==> config.mk <==
export PLATFORM = sky130hd
export DESIGN_NAME = afc_regs
export DESIGN_NICKNAME = d
export VERILOG_FILES = /design/src/aabb_frustum_cull_top_assert.svh /design/src/afc_pkg.sv /design/src/afc_regs.sv
export SDC_FILE = /design/constraint.sdc
export NUM_CORES = 1
export LEC_CHECK = 0
export BUFFER_PORTS_ARGS = -buffer_cell sky130_fd_sc_hd__clkbuf_2
export CAP_MARGIN = 10
export CORE_AREA = 2 2 205 207
export DETAILED_ROUTE_END_ITERATION = 7
export DIE_AREA = 0 0 207 209
export PLACE_DENSITY = 0.74
export SLEW_MARGIN = 25
export SYNTH_ARGS = -nofsm -noshare
export SYNTH_HDL_FRONTEND = slang
export SYNTH_SLANG_ARGS = --single-unit
==> constraint.sdc <==
create_clock -name clk -period 4.4 [get_ports clk]
set_input_delay 0.44 -clock clk [delete_from_list [all_inputs] [get_ports clk]]
set_output_delay 0.44 -clock clk [all_outputs]
set_load 0.05 [all_outputs]
==> src/aabb_frustum_cull_top_assert.svh <==
// Assertion macros shared by the frustum culling block.
// AFC_ASSERT is checked outside reset; AFC_ASSERT_ALWAYS is checked at every edge.
`ifndef AABB_FRUSTUM_CULL_TOP_ASSERT_SVH
`define AABB_FRUSTUM_CULL_TOP_ASSERT_SVH

`ifndef NO_ASSERTIONS
`define AFC_ASSERT(lbl, prop) \
  lbl: assert property (@(posedge clk) disable iff (!rst_n) prop) \
    else $error("aabb_frustum_cull: assertion failed");
`define AFC_ASSERT_ALWAYS(lbl, prop) \
  lbl: assert property (@(posedge clk) prop) \
    else $error("aabb_frustum_cull: assertion failed");
`else
`define AFC_ASSERT(lbl, prop)
`define AFC_ASSERT_ALWAYS(lbl, prop)
`endif

`endif

==> src/afc_pkg.sv <==
`timescale 1ns / 1ps

package afc_pkg;

  // Plane registers that software can write, and the hard upper bound on planes.
  localparam int PLANE_REGS  = 6;
  localparam int PLANE_SLOTS = 8;
  localparam int PLANE_COUNT = 6;
  localparam int CELL_COUNT  = (PLANE_COUNT > PLANE_SLOTS) ? PLANE_SLOTS : PLANE_COUNT;

  localparam int CFG_DATA_W = 64;
  localparam int ADDR_W     = $clog2(8 * PLANE_REGS);
  localparam int IDX_W      = ADDR_W - 3;

  localparam int FIELD_W = 16;
  localparam int PROD_W  = 2 * FIELD_W;
  // 2*d + 2*r at a scale of 2^18 fits in 37 bits with margin.
  localparam int SUM_W   = 37;
  localparam int OFF_SHIFT = 14;

  typedef logic [PLANE_REGS-1:0][CFG_DATA_W-1:0] plane_arr_t;

  // center components are signed Q12.4, extents unsigned Q12.4
  typedef struct packed {
    logic [2:0][FIELD_W-1:0] center;
    logic [2:0][FIELD_W-1:0] extent;
  } box_t;

endpackage

==> src/afc_regs.sv <==
`timescale 1ns / 1ps

module afc_regs (
  input  logic                      clk,
  input  logic                      rst_n,
  input  logic                      psel,
  input  logic                      penable,
  input  logic                      pwrite,
  input  logic [afc_pkg::ADDR_W-1:0] paddr,
  input  logic [afc_pkg::CFG_DATA_W-1:0] pwdata,
  output logic [afc_pkg::CFG_DATA_W-1:0] prdata,
  output logic                      pready,
  output afc_pkg::plane_arr_t       planes
);
  import afc_pkg::*;

  plane_arr_t        plane_r;
  logic [IDX_W-1:0]  idx;
  logic              idx_ok;
  logic              wr_en;

  assign idx    = paddr[ADDR_W-1:3];
  assign idx_ok = (int'(idx) < PLANE_REGS);
  assign wr_en  = psel && penable && pwrite;
  assign pready = 1'b1;
  assign planes = plane_r;

  always_ff @(posedge clk) begin
    if (!rst_n) begin
      plane_r <= '0;
    end else if (wr_en && idx_ok) begin
      plane_r[idx] <= pwdata;
    end
  end

  always_comb begin
    prdata = '0;
    if (idx_ok) begin
      prdata = plane_r[idx];
    end
  end

endmodule

**After elaboration in Yosys (flattened, before gate mapping)**

Index checks and enable logic that the tools add are counted.

- $lt $le $gt $ge: 3
- Multiplexer cells: 6
- Reduce and logical (&&, ||, !) cells: 4

Operators by type and width:

| kind | number |
|---|---|
| 384-bit bitwise mux | 1 |
| 64-bit binary-select mux with 3-bit select | 1 |
| 64-bit demux with 3-bit select | 1 |
| 64-bit 2-to-1 mux | 3 |
| 1-bit logical AND | 4 |
| 3-bit by 4-bit < comparator with 1-bit output, second input constant | 1 |
| 3-bit by 1-bit >= comparator with 1-bit output, second input constant | 1 |
| 3-bit < comparator, second input constant | 1 |

- Register bits after elaboration: 384

**Logic depth before layout (Yosys ltp)**

- Depth after elaboration: 5
- Gate-level depth with buffers: 6
- Mapped depth without buffers: 3

**Worst setup path before layout**

OpenSTA, ideal clock, no wires.

- Path type: input -> output
- From: in paddr[3] (netlist bit)
- To: out prdata[23] (netlist bit)
- Arrival: 2.451 ns
- Setup slack: 1.509 ns
- Cell stages on the path: 6
- Buffers on the path: 3
- Path through: buf_2 > buf_2 > nor2_1 > clkbuf_1 > a22oi_1 > o21ai_0

- Longest elaborated chain between the ends: 3
- Elaborated cells on any way between the ends: 4
- Those cells by class: 1 x order compare; 3 x mux

RTL lines:

| element | RTL line | text |
|---|---|---|
| start: declaration | afc_regs.sv:9 | `input logic [afc_pkg::ADDR_W-1:0] paddr,` |
| 64-bit binary-select mux with 3-bit select | afc_regs.sv:39 | `prdata = plane_r[idx];` |
| 64-bit 2-to-1 mux (implied by the code) | afc_regs.sv:39 |  |
| 64-bit 2-to-1 mux * | afc_regs.sv:38 | `if (idx_ok) begin` |
| end: declaration | afc_regs.sv:11 | `output logic [afc_pkg::CFG_DATA_W-1:0] prdata,` |

Every way passes the cells marked *; elsewhere a longest branch is shown, timed or not. The select of a mux whose other input is x is not followed.

**Worst setup path in the final report**

- From: in paddr[4] (netlist bit)
- To: out prdata[29] (netlist bit)

The elaborated chain is that of the path after synthesis.

==> impl_metrics.ini <==
[routing]
drc = 0
wl_per_cell_um = 22.94
dr.pass1.iters = 6
drt_iter0_markers = 1256
viasPerCell = 5.559
vias = 15150
drt.antenna.violating_nets = 0
drt_wl_total_mm = 62.52

[clock_network]
numCtsBuffers = 42
clk_transition_reported_paths_ns = 0.06
cts_tree = built
clockBufferDepth = 3
post_cts_buffers = 0
cts.sinks = 384
h-tree-depth = 2
root_buffer = clkbuf_16
cts_hold_buf = 0
clk_latency_ns = 0.55
ctsResizeCount = 0

[pwr]
total_leakage_power_nw = 9.122
p_sw_w = 0.001959
p_seq_share_pct = 44.3
p_clk_share_pct = 48.1
peakVddDrop_v = 0.0002445
p_sw_share_pct = 24.63
p_per_area_nw_per_um2 = 372.0
p_comb_share_pct = 7.6
power.internal_w = 0.005995

[synth]
ys_seq_elements = 384
synth_cell_type_count = 32
synth_nets = 1777
yosysMostFrequentCell = nand2_1
yosys.area_share.xor_xnor_pct = 0
yosysWarningCount = 0
yosys.area_share.simple_pct = 10.93
synth_top_area_share_pct = 45.45
synth_top_cells_by_count = nand2_1 (448), mux2i_1 (418), dfxtp_1 (384)
seq_area_frac_synth_pct = 45.45
synthAdderAreaFrac_pct = 0
synth_edf_count = 0
netlist_area_sq_um = 16910
yosysTopAreaCell = dfxtp_1
syn_inst = 1702
synthArstFlopShare_pct = 0
syn_area_per_cell_sq_um = 9.937
synth_area_leaders = dfxtp_1 (45%), mux2i_1 (25%), nand2_1 (9.9%), mux2_2 (6.5%), clkbuf_1 (1.8%)
synth_compound_area_share_pct = 7.516
synth_mux_area_share_pct = 31.20
ys.flop_type = dfxtp_1
synth_top_family_by_area = multiplexers

[finish]
syn2layout_area_growth_pct = 26.43
nets = 2226
seq_area_sq_um = 7687
fill_cells = 3684
largest_register_ffs = 384
drive_gt1_share_pct = 33.46
utilization_pct = 51.78
multiInputGateArea_sq_um = 8443

[sta]
max_freq_ghz = 0.2964
fin_crit_ns = 3.374
maxSlewViolCount = 0
fin_crit_sh_pct = 76.68
finalSetupTns_ns = 0
grt_setup_unrepaired = no
relSlewSlack_pct = 31.65
fin_worst_skew_ns = 0
tightest_slew_ns = 1.023
hold_violations = 0
setup_viol = 0
setup_ws_ns = 1.026

[worst_setup_path]
end_kind = primary output
crit_fanout = 36
worstPathRequired_ns = 3.96
arrival_ns = 2.93
critPathLaunchType = primary input
path_class = primary input to primary output

[grt]
grt_first_pass_wirelength_mm = 92.94
grt_pass1_vias = 15040
track_usage_pct = 27.53
overflow = 0
grt_max_degree = 124
grt_antenna_before_repair = 2

[floorplan]
die_h_um = 209
die_area_sq_um = 43260
die_w_um = 207
rows = 75
coreArea_sq_um = 41290
ioPinCount = 524
start_util_pct = 40.96

[placement]
hpwlAfterDp_mm = 40.49
place_congestion = 0.8657
portBuffers = 519
pre_cts_slack_ns = 1.076

[job]
cap_violations = 0

[status]
status = completed

[hold_path]
hold_class = primary input to flip-flop
[worst max-delay path, cell delays in order]
cell and delay, ns:
buf_4 0.54, nor2b_4 0.86, buf_12 0.33, a22oi_1 0.13, a21oi_1 0.27, clkbuf_2 0.33
[per-layer routing]
metal	part of all wire, %	track usage, %	up-vias	wire (um)
met4	3.6	11.03	0	2270
li1	-	-	6837	-
met5	0	0	-	0
met1	40	33.46	7355	24810
met2	48	46.56	806	29910
met3	8.8	7.003	151	5530
[worst paths after layout]
| check | depth (start not counted) | end | from | slack, ns |
|---|---|---|---|---|
| min reg2reg | 2 | planes[343] | planes[343] | 0.47 |
| max reg2reg | 2 | planes[63] | planes[63] | 3.59 |
| max | 6 | prdata[29] | paddr[4] | 1.03 |
| min | 3 | planes[51] | pwdata[51] | 0.26 |
[kinds of logic after synthesis]
family,count (synthesis)
muxes,515
buffers and inverters,169
DFF,384
AOI/OAI and AO/OA,163
other,1
and+or+nand+nor,470
[cell type report]
| cell class | count | share of cell area, % |
|---|---|---|
| antenna | 1 | 0.01170 |
| multi-input combinational | 1149 | 39.49 |
| sequential | 384 | 35.95 |
| clock inverter | 14 | 0.9714 |
| timing repair buffer | 548 | 13.85 |
| clock buffer | 64 | 6.115 |
| tap | 539 | 3.154 |
| inverter | 26 | 0.4564 |
[power by group through the flow]
| stage | logic (W) | clock network, W | registers, W |
|---|---|---|---|
| 6_report | 0.000601 | 0.00383 | 0.00352 |
| 5_1_grt | 0.000627 | 0.00402 | 0.00353 |
| 4_1_cts | 0.000598 | 0.00387 | 0.00352 |
| 3_5_place_dp | 0.000596 | 0 | 0.00360 |
| 3_3_place_gp | 0.000588 | 0 | 0.00360 |
| 2_1_floorplan | 0.000299 | 0 | 0.00369 |
[cell usage in the layout (no fill, tap or decap), types with 2 or more instances in the layout]
cell type / instances
clkbuf_2: 515
nand2_1: 448
mux2i_1: 418
dfxtp_1: 384
mux2_2: 97
clkbuf_16: 45
a22oi_1: 36
inv_1: 25
o32ai_1: 25
a221o_1: 25
o21ai_0: 24
a32oi_1: 22
buf_4: 21
a221oi_1: 14
a21oi_1: 14
clkbuf_8: 11
buf_12: 10
clkbuf_1: 8
nor2_4: 5
clkinv_2: 5
bufinv_16: 5
nand2b_1: 3
or2_2: 2
o22a_1: 2
nor2b_4: 2
and2_1: 2
clkinvlp_4: 2
[per-stage QoR]
stage	total power [W]	hold WS [ns]	area, sq um	instances
6_report	0.007953	0.2559	21380	2725
3_5_place_dp	0.004197	0.4634	19860	2646
5_1_grt	0.008169	0.2535	21380	2724
4_1_cts	0.007991	0.2233	21380	2724
3_3_place_gp	0.004187	0.4524	19860	2646
2_1_floorplan	0.003984	0.6811	16910	1702
No activity file was read; power rests on OpenSTA's default activity.
