File: src/aabb_frustum_cull_top_assert.svh
// Assertion macros shared by the frustum culling block.
// AFC_ASSERT is checked outside reset; AFC_ASSERT_ALWAYS is checked at every edge.
`ifndef AABB_FRUSTUM_CULL_TOP_ASSERT_SVH
`define AABB_FRUSTUM_CULL_TOP_ASSERT_SVH

`ifndef NO_ASSERTIONS
`define AFC_ASSERT(lbl, prop) \
  lbl: assert property (@(posedge clk) disable iff (!rst_n) prop) \
    else $error("aabb_frustum_cull: assertion failed");
`define AFC_ASSERT_ALWAYS(lbl, prop) \
  lbl: assert property (@(posedge clk) prop) \
    else $error("aabb_frustum_cull: assertion failed");
`else
`define AFC_ASSERT(lbl, prop)
`define AFC_ASSERT_ALWAYS(lbl, prop)
`endif

`endif

File: src/afc_pkg.sv
`timescale 1ns / 1ps

package afc_pkg;

  // Plane registers that software can write, and the hard upper bound on planes.
  localparam int PLANE_REGS  = 6;
  localparam int PLANE_SLOTS = 8;
  localparam int PLANE_COUNT = 6;
  localparam int CELL_COUNT  = (PLANE_COUNT > PLANE_SLOTS) ? PLANE_SLOTS : PLANE_COUNT;

  localparam int CFG_DATA_W = 64;
  localparam int ADDR_W     = $clog2(8 * PLANE_REGS);
  localparam int IDX_W      = ADDR_W - 3;

  localparam int FIELD_W = 16;
  localparam int PROD_W  = 2 * FIELD_W;
  // 2*d + 2*r at a scale of 2^18 fits in 37 bits with margin.
  localparam int SUM_W   = 37;
  localparam int OFF_SHIFT = 14;

  typedef logic [PLANE_REGS-1:0][CFG_DATA_W-1:0] plane_arr_t;

  // center components are signed Q12.4, extents unsigned Q12.4
  typedef struct packed {
    logic [2:0][FIELD_W-1:0] center;
    logic [2:0][FIELD_W-1:0] extent;
  } box_t;

endpackage

File: src/afc_cell.sv
`timescale 1ns / 1ps

module afc_cell (
  input  logic                           clk,
  input  logic                           rst_n,
  input  logic [afc_pkg::CFG_DATA_W-1:0] plane,
  input  logic                           up_valid,
  output logic                           up_ready,
  input  afc_pkg::box_t                  up_box,
  input  logic                           up_vis,
  output logic                           dn_valid,
  input  logic                           dn_ready,
  output afc_pkg::box_t                  dn_box,
  output logic                           dn_vis
);
  import afc_pkg::*;

  logic [2:0][FIELD_W-1:0] nrm;
  logic [2:0][FIELD_W-1:0] nabs;
  logic [2:0][PROD_W-1:0]  prod_d;
  logic [2:0][PROD_W-1:0]  prod_r;

  // stage A: products
  logic                    valid_a_r;
  box_t                    box_a_r;
  logic                    vis_a_r;
  logic [2:0][PROD_W-1:0]  pd_r;
  logic [2:0][PROD_W-1:0]  pr_r;

  // stage B: plane decision
  logic                    valid_b_r;
  box_t                    box_b_r;
  logic                    vis_b_r;

  logic                    ready_a;
  logic                    ready_b;
  logic signed [SUM_W-1:0] d2;
  logic        [SUM_W-1:0] r2;
  logic signed [SUM_W-1:0] test;
  logic                    outside;

  assign nrm = plane[3*FIELD_W-1:0];

  always_comb begin
    for (int k = 0; k < 3; k++) begin
      nabs[k]   = nrm[k][FIELD_W-1] ? (~nrm[k] + FIELD_W'(1)) : nrm[k];
      prod_d[k] = PROD_W'($signed(nrm[k]) * $signed(up_box.center[k]));
      prod_r[k] = PROD_W'(nabs[k]) * PROD_W'(up_box.extent[k]);
    end
  end

  assign ready_b  = !valid_b_r || dn_ready;
  assign ready_a  = !valid_a_r || ready_b;
  assign up_ready = ready_a;

  always_ff @(posedge clk) begin
    if (!rst_n) begin
      valid_a_r <= 1'b0;
    end else if (ready_a) begin
      valid_a_r <= up_valid;
    end
  end

  always_ff @(posedge clk) begin
    if (up_valid && ready_a) begin
      box_a_r <= up_box;
      vis_a_r <= up_vis;
      pd_r    <= prod_d;
      pr_r    <= prod_r;
    end
  end

  // 2*d + 2*r < 0 means the box lies fully outside this plane
  always_comb begin
    d2 = SUM_W'($signed(plane[CFG_DATA_W-1:3*FIELD_W])) <<< OFF_SHIFT;
    r2 = '0;
    for (int k = 0; k < 3; k++) begin
      d2 = d2 + SUM_W'($signed(pd_r[k]));
      r2 = r2 + SUM_W'(pr_r[k]);
    end
    test    = (d2 <<< 1) + $signed(r2);
    outside = test[SUM_W-1];
  end

  always_ff @(posedge clk) begin
    if (!rst_n) begin
      valid_b_r <= 1'b0;
    end else if (ready_b) begin
      valid_b_r <= valid_a_r;
    end
  end

  always_ff @(posedge clk) begin
    if (valid_a_r && ready_b) begin
      box_b_r <= box_a_r;
      vis_b_r <= vis_a_r && !outside;
    end
  end

  assign dn_valid = valid_b_r;
  assign dn_box   = box_b_r;
  assign dn_vis   = vis_b_r;

  `include "aabb_frustum_cull_top_assert.svh"

  `AFC_ASSERT(a_cull_sticky, (valid_a_r && ready_b && !vis_a_r) |=> !vis_b_r)
  `AFC_ASSERT(a_stage_hold, (valid_b_r && !dn_ready) |=> (valid_b_r && $stable(vis_b_r)))
  `AFC_ASSERT(a_empty_ready, !valid_a_r |-> up_ready)

endmodule
File: config.mk
export PLATFORM = sky130hd
export DESIGN_NAME = afc_cell
export DESIGN_NICKNAME = d
export VERILOG_FILES = /design/src/afc_pkg.sv /design/src/afc_cell.sv
export VERILOG_INCLUDE_DIRS = /design/src /design/src/src
export SDC_FILE = /design/constraint.sdc
export NUM_CORES = 2
export LEC_CHECK = 0
export BUFFER_PORTS_ARGS = -buffer_cell sky130_fd_sc_hd__buf_2
export CAP_MARGIN = 20
export CELL_PAD_IN_SITES_DETAIL_PLACEMENT = 1
export CELL_PAD_IN_SITES_GLOBAL_PLACEMENT = 2
export CORE_AREA = 3 3 435 437
export CTS_BUF_LIST = sky130_fd_sc_hd__clkbuf_4 sky130_fd_sc_hd__clkbuf_8 sky130_fd_sc_hd__clkbuf_16
export DETAILED_ROUTE_END_ITERATION = 7
export DIE_AREA = 0 0 438 440
export PLACE_DENSITY = 0.88
export SETUP_SLACK_MARGIN = 0.5
export SYNTH_ARGS = -nofsm -noshare
export SYNTH_HDL_FRONTEND = slang
export SYNTH_SLANG_ARGS = --single-unit
export TNS_END_PERCENT = 10
File: constraint.sdc
create_clock -name clk -period 7.67 [get_ports clk]
set_input_delay 0.767 -clock clk [delete_from_list [all_inputs] [get_ports clk]]
set_output_delay 0.767 -clock clk [all_outputs]
set_load 0.02 [all_outputs]
# After elaboration in Yosys (flattened, before gate mapping)
# Index checks and enable logic that the tools add are counted.
[word_totals] mem_bits_rw=0 latch_bits=0 mem_count=0 in_bits=165 word_cells=51 register_bits=388 rom_bits=0 output_inout_bits=99
[classes] mux=3 n_reduce_logical=8 addsub=9 n_bitwise=3 multipliers=6 n_shift=0 eq_ne=0 n_lt_le_gt_ge=0 div_mod_pow=0
[op_table] operator="$mul A16 B16 Y32" n=6
[op_table] operator="$add A33 B32 Y34" n=2
[op_table] operator="$add A16 B1 Y16 const B" n=3
[op_table] operator="$mux W16" n=3
[op_table] operator="$not A16 Y16" n=3
[op_table] operator="$add A36 B35 Y37" n=1
[op_table] operator="$add A34 B32 Y35" n=1
[op_table] operator="$add A30 B32 Y33" n=1
[op_table] operator="$add A32 B32 Y33" n=1
[op_table] operator="$logic_and A1 B1 Y1" n=3
[op_table] operator="$logic_not A1 Y1" n=3
[op_table] operator="$logic_or A1 B1 Y1" n=2

# Logic depth before layout (Yosys ltp)
[logic_depth] ltp_word=6 mapped_depth=32

# Worst setup path after synthesis
# OpenSTA, ideal clock, no wires.
[synth_path] path_type="input to register" startpoint="input dn_ready" endpoint="register box_a_r[0] (netlist bit) (enable)" path_slack_ns=-0.637 arrival_time_ns=7.620 path_stages=3 path_buffers=0 setup_ns=0.687 required_time_ns=6.983 path_cell_list="nor2b_1 > nand2_1 > and2_1"
[synth_via] elab_chain_cells=3
[synth_rtl] element="start, declared" line="afc_cell.sv:12" source="input logic dn_ready,"
[synth_rtl] element="$logic_or A1 B1 Y1" line="afc_cell.sv:52" source="assign ready_b = !valid_b_r || dn_ready;"
[synth_rtl] element="$logic_or A1 B1 Y1" line="afc_cell.sv:53" source="assign ready_a = !valid_a_r || ready_b;"
[synth_rtl] element="via up_ready" line="afc_cell.sv:8" source="output logic up_ready,"
[synth_rtl] element="$logic_and A1 B1 Y1" line="afc_cell.sv:65" source="if (up_valid && ready_a) begin"
[synth_rtl] element="end signal, assigned" line="afc_cell.sv:66" source="box_a_r <= up_box;"
[synth_rtl] element="end, declared" line="afc_cell.sv:25" source="box_t box_a_r;"
# The timed path passes the listed nets, and every way through them passes these cells.
# A chain may end at the register's enable or synchronous reset.

==> results_dict.tcl <==
set metrics [dict create \
    status "finished, violations left" \
    violations "setup timing" \
    finalCritPeriodShare_pct 103 \
    overflow 0 \
    via_per_inst 5.08 \
    worst-path-buf-inv 6 \
    post_drt_wl_per_cell_um 20.5 \
    htreeDepth 2 \
    syn_area_per_cell_um2 10.0 \
    slowest_stage "fa_2" \
    synthArstFlopShare_pct 0 \
    cts_tree "built" \
    wl_um 209000 \
    ys_seq_area_share_pct 16.1 \
    grt_max_degree 142 \
    clkLatencyLatePin_ns 0.68 \
    netlist_area_um2 72200 \
    hold_viol 0 \
    die_y_um 440 \
    first_pass_iters 5 \
    synth-main-ff-cell "edfxtp_1" \
    clkTransAtPathRegs_ns 0.06 \
    initial_utilization_pct 38.9 \
    grt_pass1_vias 61900 \
    cp.required_ns 8.07 \
    yosysWarningCount 0 \
    timing.critical_path.mode_cell "a21o_1" \
    synth_fp_nets 9503 \
    fillers 21000 \
    register_area_um2 11600 \
    ios 264 \
    fin_cells 10200 \
    clkSinkCount 388 \
    clock_path_buffers 3 \
    synth_edf_count 386 \
    die_area_um2 193000 \
    cp_max_fo 2 \
    clockRootBuffer "clkbuf_16" \
    place_inst 10100 \
    fin_skew_ns 0.0353 \
    final_util_pct 43.8 \
    slew_headroom_pct 38.7 \
    slowest_delay_ns 0.56 \
    gp_congestion 0.883 \
    placementRows 158 \
    drtIter0Drc 2271 \
    drc 0 \
    holdCritPathClass "in -> reg" \
    synthCells 7216 \
    dp_hpwl_um 173000 \
    multi_input_area_um2 54400 \
    syn_to_final_growth_pct 12.6 \
    fmax_mhz 127 \
    end_kind "register" \
    vias 51800 \
    setup_ws_ns -0.211 \
    path_class "in -> reg" \
    core_region_area_um2 185000 \
    holdBufCountCts 0 \
    rsz0062_at_grt "yes" \
    antenna_found_initial 16 \
    setup_viol 2 \
    fin_nets 9943 \
    final-max-slew-violation-count 0 \
    grtUsageTotal_pct 22.3 \
    synthDistinctLibCells 78 \
    drive_above_1_share_pct 11.4 \
    critPathTopFamily "adder cells" \
    crit_arrival_ns 8.28 \
    period_minus_slack_ns 7.88 \
    die_x_um 438 \
    grt_pass1_wl_um 337000 \
    worstSetupStartpointType "input port" \
    yosys_register_bits 388 \
    port_buffers 263 \
    numCtsBuffers 51 \
    maxCapViolations 0 \
    detail-route-antenna-nets 0 \
    tightestPinTransition_ns 0.920 \
]
metal layers:
metal	GRT usage [%]	vias to the layer above	wire length, µm
li1	-	22900	-
met1	26.0	27400	80200
met2	40.3	1075	109000
met3	2.53	452	7730
met4	11.6	0	12400
met5	0	-	0
path summary, 6_finish.rpt:
check        cells after the start                    to  slack [ns]                  start
max                             28    pr_r[63]$_DFFE_PP_       -0.21              plane[20]
min                              1     vis_a_r$_DFFE_PP_        0.30                 up_vis
max reg2reg                     21      dn_vis$_DFFE_PP_        0.77     pd_r[34]$_DFFE_PP_
min reg2reg                      0  dn_box[88]$_DFFE_PP_        0.41  box_a_r[88]$_DFFE_PP_
flip-flops by register name (all words and copies together), names as in the netlist:
signal / count
box_a_r: 96
dn_box: 96
pd_r: 96
pr_r: 96
dn_valid: 1
dn_vis: 1
valid_a_r: 1
vis_a_r: 1
kinds of logic after synthesis:
group	after synthesis	share of synthesized area [%]
AND/OR/NAND/NOR	1990	13.6
flip-flops	388	16.1
XOR/XNOR	282	3.42
AO/OA/AOI/OAI	611	5.48
buffers and inverters	1823	9.52
adder cells (fa/ha/maj)	2122	51.9
layout make-up:
class	count	share of cell area [%]
Clock buffer	58	1.68
Clock inverter	34	0.414
Timing Repair Buffer	632	5.49
Inverter	1578	7.29
Multi-Input combinational cell	5005	67.0
Antenna cell	14	0.0431
Tap cell	2480	3.82
Sequential cell	388	14.3
repair_timing:
action / CTS / global route
endpoints found under the setup margin: 31 / 40
resized for setup: 73 / 127
buffers inserted: 8 / 10
cloned: 0 / 0
pin swaps: 63 / 112
metrics by stage:
step | instance area, µm² | hold slack (ns) | setup TNS, ns | setup WS [ns]
after detailed placement | 78600 | 0.405 | -16.46 | -1.13
after global routing | 81300 | 0.267 | -0.730 | -0.402
after global placement | 78600 | 0.400 | -9.73 | -0.943
final | 81300 | 0.304 | -0.346 | -0.211
after floorplan | 72200 | 0.400 | -2.54 | -0.575
after CTS | 80700 | 0.242 | -0.165 | -0.120
layout by cell type, fill, tap and decap left out, types with 53 or more instances in the layout:
| master | n |
|---|---|
| a21o_1 | 101 |
| a21oi_1 | 174 |
| and2_1 | 691 |
| buf_2 | 258 |
| buf_4 | 328 |
| clkbuf_16 | 53 |
| edfxtp_1 | 386 |
| fa_1 | 1437 |
| ha_1 | 657 |
| inv_1 | 1567 |
| nand2_1 | 902 |
| nand2b_1 | 58 |
| nor2_1 | 128 |
| o21ai_0 | 96 |
| xnor2_1 | 209 |
| xor2_1 | 65 |
synthesized netlist by cell type, types with 15 or more instances:
cell type,n,share of area (%)
o21a_1,39,0.41
nor3_1,35,0.24
nand3_1,43,0.30
ha_1,670,12
nor2_1,135,0.70
and2_1,698,6.0
o31ai_1,16,0.17
inv_1,1578,8.2
o21bai_1,35,0.36
nor2b_1,30,0.26
clkbuf_1,236,1.2
nand2_1,910,4.7
fa_1,1452,40
or3_1,15,0.13
edfxtp_1,386,16
a211oi_1,20,0.21
nand2b_1,59,0.51
o21ai_0,108,0.75
a21oi_1,193,1.3
a21o_1,101,1.1
xor2_1,66,0.80
xnor2_1,216,2.6
Power is not shown: default switching activity piles up to over one toggle a cycle in this logic, so the estimate is an artifact.
